File: src/hdl/memory_bandwidth_regulator_macros.svh
// Assertion macros used by the regulator step module.
`ifndef MEMORY_BANDWIDTH_REGULATOR_MACROS_SVH
`define MEMORY_BANDWIDTH_REGULATOR_MACROS_SVH

// Same-cycle implication, checked at every rising edge outside reset.
`define MBR_ASSERT_NOW(label, clk, rst_n, ante, cons) \
    label: assert property (@(posedge clk) disable iff (!rst_n) (ante) |-> (cons)) \
        else $error("regulator check failed");

// Next-cycle implication, checked at every rising edge outside reset.
`define MBR_ASSERT_NEXT(label, clk, rst_n, ante, cons) \
    label: assert property (@(posedge clk) disable iff (!rst_n) (ante) |=> (cons)) \
        else $error("regulator check failed");

`endif

File: src/hdl/mbr_pkg.sv
`default_nettype none

package mbr_pkg;

    // Configuration register indexes.
    localparam logic [1:0] REG_PERIOD_TICKS    = 2'd0;
    localparam logic [1:0] REG_EVENT_BUDGET    = 2'd1;
    localparam logic [1:0] REG_REGULATE_ENABLE = 2'd2;

    // Reset values of the configuration registers.
    localparam logic [31:0] PERIOD_TICKS_RST = 32'd1000;
    localparam logic [31:0] EVENT_BUDGET_RST = 32'd0;

    // Padded widths of the stream words.
    localparam int IN_DATA_W  = 8;
    localparam int OUT_DATA_W = 40;

    typedef struct packed {
        logic [31:0] period_ticks;
        logic [31:0] event_budget;
        logic        regulate_enable;
    } mbr_cfg_t;

    typedef struct packed {
        logic       tick;
        logic [3:0] event_count;
        logic       core_reset;
    } mbr_item_t;

    typedef struct packed {
        logic        stall_res;
        logic        period_end;
        logic        overflow;
        logic [31:0] events_left;
    } mbr_result_t;

endpackage

`default_nettype wire

File: src/hdl/mbr_cfg_regs.sv
`default_nettype none

module mbr_cfg_regs
    import mbr_pkg::*;
(
    input  wire logic        clk,
    input  wire logic        rst_n,
    input  wire logic        cfg_we,
    input  wire logic [1:0]  cfg_index,
    input  wire logic [31:0] cfg_data,
    output mbr_cfg_t         cfg,
    output logic             cfg_clear
);

    mbr_cfg_t cfg_reg;
    mbr_cfg_t cfg_next;

    // Decode the write; an index beyond the register list changes nothing.
    always_comb
    begin
        cfg_next  = cfg_reg;
        cfg_clear = 1'b0;
        if (cfg_we)
        begin
            case (cfg_index)
                REG_PERIOD_TICKS:
                begin
                    cfg_next.period_ticks = cfg_data;
                    cfg_clear = 1'b1;
                end
                REG_EVENT_BUDGET:
                begin
                    cfg_next.event_budget = cfg_data;
                    cfg_clear = 1'b1;
                end
                REG_REGULATE_ENABLE:
                begin
                    cfg_next.regulate_enable = cfg_data[0];
                    cfg_clear = 1'b1;
                end
                default:
                begin
                    cfg_clear = 1'b0;
                end
            endcase
        end
    end

    always_ff @(posedge clk or negedge rst_n)
    begin
        if (!rst_n)
        begin
            cfg_reg.period_ticks    <= PERIOD_TICKS_RST;
            cfg_reg.event_budget    <= EVENT_BUDGET_RST;
            cfg_reg.regulate_enable <= 1'b0;
        end
        else
        begin
            cfg_reg <= cfg_next;
        end
    end

    assign cfg = cfg_reg;

endmodule

`default_nettype wire

File: src/hdl/mbr_in_reg.sv
`default_nettype none

module mbr_in_reg
    import mbr_pkg::*;
(
    input  wire logic      clk,
    input  wire logic      rst_n,
    input  wire logic      in_valid,
    output logic           in_ready,
    input  wire mbr_item_t in_item,
    output logic           item_valid,
    input  wire logic      item_take,
    output mbr_item_t      item
);

    logic      valid_reg;
    mbr_item_t item_reg;

    // The register frees up in the same cycle that the step consumes it.
    assign in_ready = !valid_reg || item_take;

    always_ff @(posedge clk or negedge rst_n)
    begin
        if (!rst_n)
        begin
            valid_reg <= 1'b0;
        end
        else if (in_ready)
        begin
            valid_reg <= in_valid;
        end
    end

    // Payload register, loaded with each accepted word.
    always_ff @(posedge clk)
    begin
        if (in_valid && in_ready)
        begin
            item_reg <= in_item;
        end
    end

    assign item_valid = valid_reg;
    assign item       = item_reg;

endmodule

`default_nettype wire

File: src/hdl/mbr_step.sv
`default_nettype none
`include "memory_bandwidth_regulator_macros.svh"

module mbr_step
    import mbr_pkg::*;
#(
    parameter int COUNTER_BITS         = 32,
    parameter int EVENTS_PER_CYCLE_MAX = 15
)
(
    input  wire logic      clk,
    input  wire logic      rst_n,
    input  wire mbr_cfg_t  cfg,
    input  wire logic      cfg_clear,
    input  wire logic      fire,
    input  wire mbr_item_t item,
    output mbr_result_t    result
);

    localparam int EW     = COUNTER_BITS + 1;
    localparam int CMP_TW = (COUNTER_BITS > 32) ? COUNTER_BITS : 32;
    localparam int CMP_EW = (EW > 32) ? EW : 32;
    localparam logic [7:0] EV_MAX = 8'(EVENTS_PER_CYCLE_MAX);

    logic [COUNTER_BITS-1:0] ticks_reg, ticks_next;
    logic [EW-1:0]           events_reg, events_next;
    logic                    block_reg, block_next;
    logic                    sticky_reg, sticky_next;

    logic [3:0]              ev_clamped;
    logic [COUNTER_BITS-1:0] ticks_inc;
    logic [31:0]             plen;
    logic                    pend;
    logic [EW-1:0]           events_base;
    logic [EW:0]             events_sum;
    logic [EW-1:0]           events_sat;
    logic [CMP_EW-1:0]       budget_ext;
    logic [CMP_EW-1:0]       base_ext;
    logic [CMP_EW-1:0]       sat_ext;
    logic [CMP_EW-1:0]       left_diff;
    logic                    ovf;
    logic                    sticky_new;
    logic                    block_new;

    // Per-cycle event clamp.
    assign ev_clamped = ({4'd0, item.event_count} > EV_MAX) ? EV_MAX[3:0] : item.event_count;

    // Tick counter advance and period end; a zero period acts as one tick.
    assign ticks_inc = (item.tick && (ticks_reg != '1)) ? ticks_reg + COUNTER_BITS'(1)
                                                        : ticks_reg;
    assign plen = (cfg.period_ticks == 32'd0) ? 32'd1 : cfg.period_ticks;
    assign pend = item.tick && (CMP_TW'(ticks_inc) >= CMP_TW'(plen));

    // Events count into the new period when this word closed the old one.
    assign events_base = pend ? '0 : events_reg;
    assign events_sum  = {1'b0, events_base} + (EW + 1)'(ev_clamped);
    assign events_sat  = events_sum[EW] ? '1 : events_sum[EW-1:0];

    // First crossing of the budget raises the block.
    assign budget_ext = CMP_EW'(cfg.event_budget);
    assign base_ext   = CMP_EW'(events_base);
    assign sat_ext    = CMP_EW'(events_sat);
    assign ovf        = (base_ext <= budget_ext) && (sat_ext > budget_ext);
    assign left_diff  = budget_ext - sat_ext;

    assign sticky_new = (sticky_reg && !pend) || item.core_reset;
    assign block_new  = ((block_reg && !pend) || ovf) && !sticky_new;

    // Next state and result of one word.
    always_comb
    begin
        ticks_next  = ticks_reg;
        events_next = events_reg;
        block_next  = block_reg;
        sticky_next = sticky_reg;
        result.stall_res   = 1'b0;
        result.period_end  = 1'b0;
        result.overflow    = 1'b0;
        result.events_left = cfg.event_budget;
        if (!cfg.regulate_enable)
        begin
            ticks_next  = '0;
            events_next = '0;
            block_next  = 1'b0;
            sticky_next = 1'b0;
        end
        else
        begin
            ticks_next  = pend ? '0 : ticks_inc;
            events_next = events_sat;
            block_next  = block_new;
            sticky_next = sticky_new;
            result.stall_res   = block_new;
            result.period_end  = pend;
            result.overflow    = ovf;
            result.events_left = (budget_ext > sat_ext) ? left_diff[31:0] : 32'd0;
        end
    end

    // Regulation state; a configuration write starts a fresh period.
    always_ff @(posedge clk or negedge rst_n)
    begin
        if (!rst_n)
        begin
            ticks_reg  <= '0;
            events_reg <= '0;
            block_reg  <= 1'b0;
            sticky_reg <= 1'b0;
        end
        else if (cfg_clear)
        begin
            ticks_reg  <= '0;
            events_reg <= '0;
            block_reg  <= 1'b0;
            sticky_reg <= 1'b0;
        end
        else if (fire)
        begin
            ticks_reg  <= ticks_next;
            events_reg <= events_next;
            block_reg  <= block_next;
            sticky_reg <= sticky_next;
        end
    end

    // A held block and a set reset flag never coexist.
    `MBR_ASSERT_NOW(a_block_sticky_excl, clk, rst_n, block_reg, !sticky_reg)
    // A held block means the period's events are above the budget.
    `MBR_ASSERT_NOW(a_block_over_budget, clk, rst_n, block_reg,
        CMP_EW'(events_reg) > CMP_EW'(cfg.event_budget))
    // A closed period restarts the tick count.
    `MBR_ASSERT_NEXT(a_period_restart, clk, rst_n, fire && !cfg_clear && result.period_end,
        ticks_reg == '0)
    // With regulation off the state stays cleared.
    `MBR_ASSERT_NEXT(a_disabled_clear, clk, rst_n, fire && !cfg.regulate_enable,
        (events_reg == '0) && !block_reg)

endmodule

`default_nettype wire

File: src/hdl/mbr_out_reg.sv
`default_nettype none

module mbr_out_reg
    import mbr_pkg::*;
(
    input  wire logic        clk,
    input  wire logic        rst_n,
    input  wire logic        load,
    output logic             can_load,
    input  wire mbr_result_t result_in,
    output logic             out_valid,
    input  wire logic        out_ready,
    output mbr_result_t      result_out
);

    logic        valid_reg;
    mbr_result_t result_reg;

    // Loads when empty or when the held word leaves in this cycle.
    assign can_load = !valid_reg || out_ready;

    always_ff @(posedge clk or negedge rst_n)
    begin
        if (!rst_n)
        begin
            valid_reg <= 1'b0;
        end
        else if (can_load)
        begin
            valid_reg <= load;
        end
    end

    always_ff @(posedge clk)
    begin
        if (load)
        begin
            result_reg <= result_in;
        end
    end

    assign out_valid  = valid_reg;
    assign result_out = result_reg;

endmodule

`default_nettype wire

File: src/hdl/memory_bandwidth_regulator.sv
// A word accepted into the input register passes through the regulation step into the output register.
// Throughput: one word per cycle while the output is not held by backpressure; the regulation state updates per word.
// The input register and the output register each hold one word under backpressure.
// Reset (rst_n low, asynchronous) empties both registers, clears the regulation state,
// and loads period 1000 ticks, budget 0 and regulation disabled.
`default_nettype none

module memory_bandwidth_regulator
    import mbr_pkg::*;
#(
    parameter int COUNTER_BITS         = 32,
    parameter int EVENTS_PER_CYCLE_MAX = 15
)
(
    input  wire logic                  clk,
    input  wire logic                  rst_n,
    input  wire logic                  s_axis_tvalid,
    output logic                       s_axis_tready,
    // [0] tick, [4:1] event_count, [5] core_reset, [7:6] zero
    input  wire logic [IN_DATA_W-1:0]  s_axis_tdata,
    output logic                       m_axis_tvalid,
    input  wire logic                  m_axis_tready,
    // [0] stall_res, [1] period_end, [2] overflow, [34:3] events_left, [39:35] zero
    output logic [OUT_DATA_W-1:0]      m_axis_tdata,
    input  wire logic                  cfg_we,
    input  wire logic [1:0]            cfg_index,
    input  wire logic [31:0]           cfg_data
);

    mbr_cfg_t    cfg;
    logic        cfg_clear;
    mbr_item_t   in_item;
    mbr_item_t   item;
    logic        item_valid;
    logic        can_load;
    logic        fire;
    mbr_result_t result;
    mbr_result_t result_out;

    // Unpack the input word.
    assign in_item.tick        = s_axis_tdata[0];
    assign in_item.event_count = s_axis_tdata[4:1];
    assign in_item.core_reset  = s_axis_tdata[5];

    assign fire = item_valid && can_load;

    mbr_cfg_regs u_cfg (
        .clk       (clk),
        .rst_n     (rst_n),
        .cfg_we    (cfg_we),
        .cfg_index (cfg_index),
        .cfg_data  (cfg_data),
        .cfg       (cfg),
        .cfg_clear (cfg_clear)
    );

    mbr_in_reg u_in (
        .clk        (clk),
        .rst_n      (rst_n),
        .in_valid   (s_axis_tvalid),
        .in_ready   (s_axis_tready),
        .in_item    (in_item),
        .item_valid (item_valid),
        .item_take  (fire),
        .item       (item)
    );

    mbr_step #(
        .COUNTER_BITS         (COUNTER_BITS),
        .EVENTS_PER_CYCLE_MAX (EVENTS_PER_CYCLE_MAX)
    ) u_step (
        .clk       (clk),
        .rst_n     (rst_n),
        .cfg       (cfg),
        .cfg_clear (cfg_clear),
        .fire      (fire),
        .item      (item),
        .result    (result)
    );

    mbr_out_reg u_out (
        .clk        (clk),
        .rst_n      (rst_n),
        .load       (fire),
        .can_load   (can_load),
        .result_in  (result),
        .out_valid  (m_axis_tvalid),
        .out_ready  (m_axis_tready),
        .result_out (result_out)
    );

    // Pack the result word.
    assign m_axis_tdata = {5'd0, result_out.events_left, result_out.overflow,
                           result_out.period_end, result_out.stall_res};

endmodule

`default_nettype wire
File: config.mk
export PLATFORM = sky130hd
export DESIGN_NAME = memory_bandwidth_regulator
export DESIGN_NICKNAME = d
export VERILOG_FILES = /design/src/hdl/mbr_pkg.sv /design/src/hdl/mbr_cfg_regs.sv /design/src/hdl/mbr_in_reg.sv /design/src/hdl/mbr_step.sv /design/src/hdl/mbr_out_reg.sv /design/src/hdl/memory_bandwidth_regulator.sv
export VERILOG_INCLUDE_DIRS = /design/src /design/src/hdl
export SDC_FILE = /design/constraint.sdc
export NUM_CORES = 1
export LEC_CHECK = 0
export BUFFER_PORTS_ARGS = -buffer_cell sky130_fd_sc_hd__buf_2
export CORE_UTILIZATION = 55
export DETAILED_ROUTE_END_ITERATION = 12
export GPL_TIMING_DRIVEN = 0
export PLACE_DENSITY = 0.74
export SLEW_MARGIN = 20
export SYNTH_ARGS = -nofsm -noshare
export SYNTH_HDL_FRONTEND = slang
export SYNTH_SLANG_ARGS = --single-unit
File: constraint.sdc
create_clock -name clk -period 10.28 [get_ports clk]
set_input_delay 1.028 -clock clk [delete_from_list [all_inputs] [get_ports clk]]
set_output_delay 1.028 -clock clk [all_outputs]
set_load 0.005 [all_outputs]
==> impl_metrics.toml, run 1 <==
[die]
die_w_um = 153.1
initial_core_util = 0.5683
die_h_um = 153.1
num_rows = 54
ios = 89
die_area_um2 = 23440
coreArea_um2 = 22090

[global_routing]
grt_use_met2 = 0.5049
track_usage = 0.3039
grt_pass1_wl_mm = 55.57
grt_overflow = 0
grt_max_degree = 87
busiest_layer = "met2"
met3_usage = 0.03913
grt_pass1_vias = 10390
antenna_found_initial = 0
grt_use_met1 = 0.4171

[clock_tree]
cts_made_buffers = 17
clk_pin_slew_ps = 70
clkSinkCount = 175
cts_buffer_depth = 2
cts_hold_buf = 0
insertion_delay_ps = 450
cts_tree = "done"
h-tree-depth = 4
clock-root-buffer = "clkbuf_16"

[power]
power.internal_mw = 1.457
swShare = 0.3393
ir_worst_vdd_uv = 104.6
clkPwrFrac = 0.324
fin_total_pwr_mw = 2.205
seqPwrFrac = 0.391
p_sw_mw = 0.7482
powerDensity_nw_per_um2 = 155.7
pwr-share-comb = 0.285
power.leakage_nw = 6.613

[final_layout]
n_antenna_cell = 0
nNetsFinal = 1675
fillers = 1824
area_delta_synth_final_pct = 12.77
design_area_um2 = 14160
largest_reg_flops = 65
drive_above_1_share = 0.1506

[route]
antenna_left = 0
drtIter0Drc = 822
vias_per_cell = 5.960
first_pass_iters = 7
routedWlPerCell_um = 19.42
post-route-drc-count = 0
routed_wirelength_mm = 34.71
via_count = 10650

[critical_path]
required_ps = 10440
crit_path_start_kind = "flip-flop"
arrival_ps = 10050
path_common_cell = "ha_1"
critPathMaxFanout = 10
crit_path_top_delay_cell = "dfrtp_1"
cpPeakStageDelay_ps = 440
worstSetupEndpointType = "flip-flop"
critPathKind = "flip-flop to flip-flop"

[yosys]
postSynthCellCount = 1382
synth_cell_types = 81
async_flop_share = 0.7657
ys_ff_latch = 175
synth_commonest_cells = "nand2_1, ha_1, dfrtp_1"
synth_edf_count = 41
yosysMostFrequentCell = "nand2_1"
synth_warnings = 0
yosysTopAreaCellShare = 0.2551
synth_top_cells_by_area = "dfrtp_1, ha_1, edfxtp_1, nand2_1, o21ai_0"
syn_area_um2 = 12560
syn_area_per_cell_um2 = 9.085
yosysTopAreaCell = "dfrtp_1"
yosysSeqAreaShare = 0.3657
ys.flop_type = "dfrtp_1"

[timing]
finalCritPeriodShare = 0.9615
worst_slew_pin_slew_ps = 770.0
slew-limit-headroom = 0.4838
finClkSkew_ps = 10.60
final_max_slew_viol_count = 0
hold_violations = 0
layout_setup_ws_ps = 395.9
fin_crit_ps = 9884
finalSetupViolations = 0
max_freq_ghz = 0.1012

[hold_path]
hold_path.class = "primary input to asynchronous set/reset pin"

[flow_run]
maxCapViolCount = 0

[place]
dp_hpwl_mm = 27.20
gp_congestion = 0.9437
io_buffers = 81
dp_worst_setup_slack_ps = -847.3
placed_area_um2 = 13400

[run_status]
status = "complete, no violations"
[worst paths after layout]
kind / start / to / slack [ps] / cells after the start
worst min register to register: u_step.events_reg[2] / u_step.events_reg[2] / 480 / 2
min in group clk: u_step.events_reg[2] / u_step.events_reg[2] / 480 / 2
max in group asynchronous: rst_n / u_step.events_reg[23] / 9060 / 2
worst max register to register: u_step.ticks_reg[0] / u_out.result_out[0] / 400 / 41
worst min-delay path: rst_n / u_step.ticks_reg[5] / 480 / 1
worst max-delay path: u_step.ticks_reg[0] / u_out.result_out[0] / 400 / 41
[power groups by stage]
stage | sequential [mW] | combinational (mW) | clock [mW]
final | 0.862 | 0.627 | 0.715
after global routing | 0.870 | 0.699 | 0.749
after CTS | 0.861 | 0.620 | 0.718
after detailed placement | 0.875 | 0.616 | 0
after global placement | 0.872 | 0.597 | 0
after floorplan | 0.858 | 0.430 | 0
[cells in the final DEF, fill, tap and decap left out, types with 33 or more instances in the layout]
| cell | n |
|---|---|
| xnor2_1 | 51 |
| and2_1 | 39 |
| mux2_2 | 35 |
| nor2_1 | 46 |
| buf_2 | 96 |
| nand2_1 | 160 |
| edfxtp_1 | 41 |
| inv_1 | 116 |
| o22ai_1 | 33 |
| a21o_1 | 40 |
| ha_1 | 132 |
| o21ai_0 | 106 |
| dfrtp_1 | 128 |
| a21oi_1 | 70 |
[per-layer routing]
| layer | up-vias | wire (um) |
|---|---|---|
| li1 | 5134 | - |
| met1 | 5100 | 15590 |
| met2 | 359 | 16380 |
| met3 | 58 | 1929 |
| met4 | 0 | 812 |
| met5 | - | 0 |
[stage by stage]
step / instances / hold slack (ps) / utilization / setup TNS (ps)
floorplan: 1386 / 441.8 / - / 0
detailed placement: 1750 / 463.9 / 0.6064 / -26720
CTS: 1782 / 480.4 / 0.6367 / 0
global route: 1787 / 508.6 / 0.6408 / -2.241
finish: 1787 / 475.1 / 0.6408 / 0
global placement: 1747 / 454.7 / 0.6032 / -24220
[worst max-delay path: cells and delay by family (launching register included)]
kind / cells / cell delay, ps
compound gates: 9 / 2080
xor+xnor: 1 / 280
fa+ha+maj: 4 / 1080
buf+inv: 9 / 2080
flops: 1 / 440
simple gates: 18 / 3610
[timing repair]
action	CTS	global route
setup buffers	0	5
setup endpoints to repair	35	35
pin swaps	1	4
resized for setup	6	11
[cell type report]
cell class / instances / area [um2] / share of cell area
multi-input combinational: 1029 / 7321 / 0.5171
sequential: 175 / 4592 / 0.3243
timing repair buffer: 89 / 508.0 / 0.03588
inverter: 120 / 450.4 / 0.03181
clock buffer: 17 / 425.4 / 0.03005
tap: 280 / 350.3 / 0.02474
buffer: 62 / 290.3 / 0.02050
clock inverter: 15 / 221.5 / 0.01564
[cell families (layout without fill, tap and decap cells)]
group,after synthesis,after routing,synth area share
other,1,5,0.0002987
flip-flops,175,175,0.3657
adder cells (fa/ha/maj),134,134,0.1347
XOR/XNOR,81,81,0.05650
multiplexers,36,36,0.03219
AND/OR/NAND/NOR,404,404,0.1668
buffers and inverters,182,303,0.05780
AO/OA/AOI/OAI,369,369,0.1860
Power figures use the tool's default switching activity.
==> inputs of run 2 (changes only) <==
Settings changed: ABC_AREA set to 1.
==> impl_metrics.toml, run 2 <==
[critical_path]
critPathKind = "flip-flop to flip-flop"
crit_path_top_delay_cell = "dfrtp_1"
worstReg2RegEnd = "u_out.result_out[0]"
rrSetupSlack_ps = 670
cpPeakStageDelay_ps = 430
crit_buf_inv = 10
crit_cells = 61
path_common_cell = "nand2_1"
required_ps = 10490
worstSetupEndpointType = "flip-flop"
critPathMaxFanout = 13
r2r-start = "u_step.ticks_reg[0]"
crit_path_start_kind = "flip-flop"
arrival_ps = 9820
reg2reg_depth = 61
path_delay_family = "simple AND/OR/NAND/NOR gates"

[clock_tree]
clkSinkCount = 175
cts_hold_buf = 0
cts_made_buffers = 17
cts_buffer_depth = 2
clock-root-buffer = "clkbuf_16"
cts_tree = "done"
h-tree-depth = 4
clk_pin_slew_ps = 80
insertion_delay_ps = 440

[place]
dp_worst_setup_slack_ps = -178.9
io_buffers = 81
gp_congestion = 0.9802
placed_cells = 2119
dp_hpwl_mm = 31.06

[hold_path]
hold-path-endpoint = "u_step.block_reg"
hold_path.class = "flip-flop to flip-flop"
hold_depth = 2
hold_path.startpoint = "u_step.block_reg"

[timing]
hold_violations = 0
worst_slew_pin_slew_ps = 1055
max_freq_ghz = 0.1041
finalCritPeriodShare = 0.9344
fin_crit_ps = 9606
slew-limit-headroom = 0.2964
finClkSkew_ps = 11.31
finalSetupViolations = 0
layout_setup_ws_ps = 674.3
final_max_slew_viol_count = 0
rsz0062_at_grt = "false"

[global_routing]
grt_pass1_wl_mm = 60.90
grt_pass1_vias = 11490
track_usage = 0.3315
antenna_found_initial = 0
grt_overflow = 0
grt_max_degree = 82

[die]
num_rows = 56
initial_core_util = 0.5597
die_h_um = 156.3
ios = 89
coreArea_um2 = 23400
die_area_um2 = 24440
die_w_um = 156.3

[final_layout]
fillers = 2186
final_common_cell = "nand2_1"
final_cell_mix = "nand2_1, inv_1, o21ai_0, ha_1, dfrtp_1"
area_delta_synth_final_pct = 11.80
drive_above_1_share = 0.1133
final_cells = 2155
largest_reg_flops = 65
n_antenna_cell = 0
nNetsFinal = 2004

[power]
ir_worst_vdd_uv = 100.8
power.leakage_nw = 7.477
fin_total_pwr_mw = 2.202
powerDensity_nw_per_um2 = 150.4

[yosys]
yosysTopAreaCellShare = 0.2445
synth_cell_types = 51
synth_warnings = 0
syn_area_per_cell_um2 = 7.647
synth_edf_count = 41
yosysMostFrequentCell = "nand2_1"
ys_ff_latch = 175
yosysSeqAreaShare = 0.3506
ys.flop_type = "dfrtp_1"
synth_top_cells_by_area = "dfrtp_1, ha_1, nand2_1, edfxtp_1, inv_1"
synth_commonest_cells = "nand2_1, inv_1, o21ai_0"
async_flop_share = 0.7657
postSynthCellCount = 1713
yosysTopAreaCell = "dfrtp_1"
syn_area_um2 = 13100

[route]
via_count = 11920
routedWlPerCell_um = 18.08
vias_per_cell = 5.533
drtIter0Drc = 918
first_pass_iters = 8
antenna_left = 0
routed_wirelength_mm = 38.96
post-route-drc-count = 0

[run_status]
status = "complete, no violations"

[flow_run]
maxCapViolCount = 0
## run 2: logic make-up after synthesis
family / after synthesis / synth area share
xor+xnor: 69 / 0.04614
simple gates: 681 / 0.2282
other cells: 1 / 0.0002863
flops: 175 / 0.3506
fa+ha+maj: 134 / 0.1291
buf+inv: 343 / 0.1057
compound gates: 310 / 0.1399
## run 2: worst max-delay path by stage
stage	slack (ps)	startpoint	endpoint
3_3_place_gp	-130	u_step.ticks_reg[0]	u_out.result_out[0]
2_1_floorplan	2590	u_step.ticks_reg[0]	u_out.result_out[15]
4_1_cts	100	u_step.ticks_reg[0]	u_out.result_out[0]
6_report	670	u_step.ticks_reg[0]	u_out.result_out[0]
5_1_grt	100	u_step.ticks_reg[0]	u_out.result_out[16]
3_5_place_dp	-180	u_step.ticks_reg[0]	u_out.result_out[0]
## run 2: what timing repair did
| item | in CTS | in global routing |
|---|---|---|
| gates resized for setup | 1 | 12 |
| pin swaps | 0 | 1 |
| setup buffers | 0 | 5 |
| setup endpoints to repair | 24 | 35 |
## run 2: final cells by class
class	count	area [um2]	area share
plain buffers	41	250.2	0.01709
multi-input cells	1199	7174	0.4899
repair buffers	88	520.5	0.03554
inverters	301	1136	0.07758
flip-flops and latches	175	4592	0.3136
clock buffers	18	429.2	0.02931
well taps	319	399.1	0.02726
clock inverters	14	142.6	0.009740
## run 2: report_power, final
| part | internal (mW) | switching (mW) | leakage, nW |
|---|---|---|---|
| logic | 0.247 | 0.441 | 5.04 |
| registers | 0.805 | 0.0575 | 2.16 |
| clock network | 0.324 | 0.329 | 0.274 |
| total | 1.37 | 0.827 | 7.48 |
## run 2: tightest hold or removal path: cells and delay by family, from the launching register on
family,cells,cell delay [ps]
flops,1,350
simple gates,2,120
## run 2: per-layer routing
layer / share of wire / track usage / vias to the layer above
met5: 0 / 0 / -
met4: 0.033 / 0.1223 / 0
met3: 0.059 / 0.03462 / 82
met2: 0.48 / 0.5721 / 410
met1: 0.43 / 0.4290 / 5609
li1: - / - / 5823
## run 2: stage by stage
step	area, um2	hold slack, ps	util	setup TNS [ps]
3_3_place_gp	13920	461.2	0.5947	-938.0
5_1_grt	14640	512.5	0.6257	0
2_1_floorplan	13110	449.4	-	0
6_report	14640	497.5	0.6257	0
3_5_place_dp	13980	475.5	0.5975	-2258
4_1_cts	14560	494.0	0.6221	0
==> inputs of run 3 (changes only) <==
Settings changed: PLACE_DENSITY 0.74 to 0.71.
==> impl_metrics.toml, run 3 (synthesis gave the netlist of run 2 again) <==
[run_status]
status = "complete, no violations"

[power]
swShare = 0.3722
powerDensity_nw_per_um2 = 151.9
clkPwrFrac = 0.307
ir_worst_vdd_uv = 102.6
fin_total_pwr_mw = 2.223
p_sw_mw = 0.8276
power.leakage_nw = 7.472
power.internal_mw = 1.396
seqPwrFrac = 0.388
pwr-share-comb = 0.306

[clock_tree]
h-tree-depth = 4
clkSinkCount = 175
clk_pin_slew_ps = 80
cts_made_buffers = 17
insertion_delay_ps = 440
clock-root-buffer = "clkbuf_16"
cts_tree = "done"
cts_hold_buf = 0
cts_buffer_depth = 2

[global_routing]
track_usage = 0.3312
grt_max_degree = 76
grt_pass1_wl_mm = 60.93
antenna_found_initial = 0
grt_pass1_vias = 11450
grt_overflow = 0

[die]
die_h_um = 156.3
die_w_um = 156.3
ios = 89
num_rows = 56
die_area_um2 = 24440
coreArea_um2 = 23400
initial_core_util = 0.5597

[timing]
worst_slew_pin_slew_ps = 963.7
finClkSkew_ps = 14.27
fin_crit_ps = 9680
slew-limit-headroom = 0.3552
final_max_slew_viol_count = 0
max_freq_ghz = 0.1033
finalCritPeriodShare = 0.9416
finalSetupViolations = 0
hold_ws_ps = 492.7
tns_ps = 0
hold_violations = 0

[final_layout]
nNetsFinal = 2000
largest_reg_flops = 65
fillers = 2178
n_antenna_cell = 0
drive_above_1_share = 0.1124
area_delta_synth_final_pct = 11.77
final_cells = 2151
seqCellArea_um2 = 4592
final_cell_mix = "nand2_1, inv_1, o21ai_0, ha_1, dfrtp_1"
multi_input_area_um2 = 7182
final_common_cell = "nand2_1"

[critical_path]
cpPeakStageDelay_ps = 470
worstSetupEndpointType = "flip-flop"
worstReg2RegEnd = "u_out.result_out[27]"
arrival_ps = 9840
rrSetupSlack_ps = 600
crit_path_top_delay_cell = "fa_1"
crit_start = "u_step.ticks_reg[0]"
crit_path_start_kind = "flip-flop"
reg2reg_depth = 59
path_common_cell = "nand2_1"
critPathKind = "flip-flop to flip-flop"
critPathMaxFanout = 13
r2r-start = "u_step.ticks_reg[0]"
required_ps = 10440
cp-endpoint = "u_out.result_out[27]"

[route]
post-route-drc-count = 0
antenna_left = 0
routedWlPerCell_um = 18.14
via_count = 11890
vias_per_cell = 5.526
routed_wirelength_mm = 39.01
first_pass_iters = 5
drtIter0Drc = 955

[place]
dp_hpwl_mm = 30.92
placed_cells = 2119
gp_congestion = 0.9729
io_buffers = 81

[flow_run]
maxCapViolCount = 0

[hold_path]
hold_path.class = "flip-flop to flip-flop"
-- run 3: cell type report --
| class | count | area share |
|---|---|---|
| inverter | 301 | 0.07760 |
| timing repair buffer | 84 | 0.03299 |
| tap | 319 | 0.02726 |
| clock inverter | 14 | 0.01145 |
| buffer | 41 | 0.01718 |
| multi-input combinational | 1199 | 0.4906 |
| clock buffer | 18 | 0.02931 |
| sequential | 175 | 0.3136 |
-- run 3: worst min-delay path by stage --
stage / from / end / slack, ps / cells past startpoint
detailed placement: u_step.block_reg / u_step.block_reg / 480 / 2
global route: u_step.block_reg / u_step.block_reg / 510 / 2
CTS: u_step.block_reg / u_step.block_reg / 500 / 2
floorplan: u_step.block_reg / u_step.block_reg / 450 / 2
global placement: u_step.block_reg / u_step.block_reg / 470 / 2
finish: u_step.block_reg / u_step.block_reg / 490 / 2
-- run 3: power by group through the flow --
stage	Clock, mW	Sequential (mW)	Combinational [mW]
2_1_floorplan	0	0.857	0.448
3_3_place_gp	0	0.872	0.646
3_5_place_dp	0	0.872	0.663
4_1_cts	0.683	0.860	0.668
5_1_grt	0.711	0.870	0.755
6_report	0.682	0.862	0.680
-- run 3: per-stage QoR --
stage	worst slack, ps	utilization	area [um2]
6_report	600.4	0.6256	14640
5_1_grt	-31.73	0.6256	14640
4_1_cts	82.74	0.6228	14580
3_5_place_dp	-111.8	0.5972	13980
3_3_place_gp	-114.9	0.5947	13920
2_1_floorplan	2586	-	13110
-- run 3: routing by layer --
layer	global-route usage	wire length, um
met1	0.4244	16680
met4	0.1494	1537
met3	0.04099	2074
met5	0	0
met2	0.5593	18720
-- run 3: critical path: cells and delay by family (launching register included) --
family / cells / cell delay [ps]
simple gates: 36 / 4690
fa+ha+maj: 5 / 1560
buf+inv: 11 / 1220
compound gates: 5 / 1180
flops: 1 / 430
xor+xnor: 2 / 330
-- run 3: repair_timing --
action / CTS / global route
pin swaps: 0 / 1
setup endpoints to repair: 23 / 35
cloned: 0 / 0
gates resized for setup: 1 / 14
setup buffers: 0 / 1
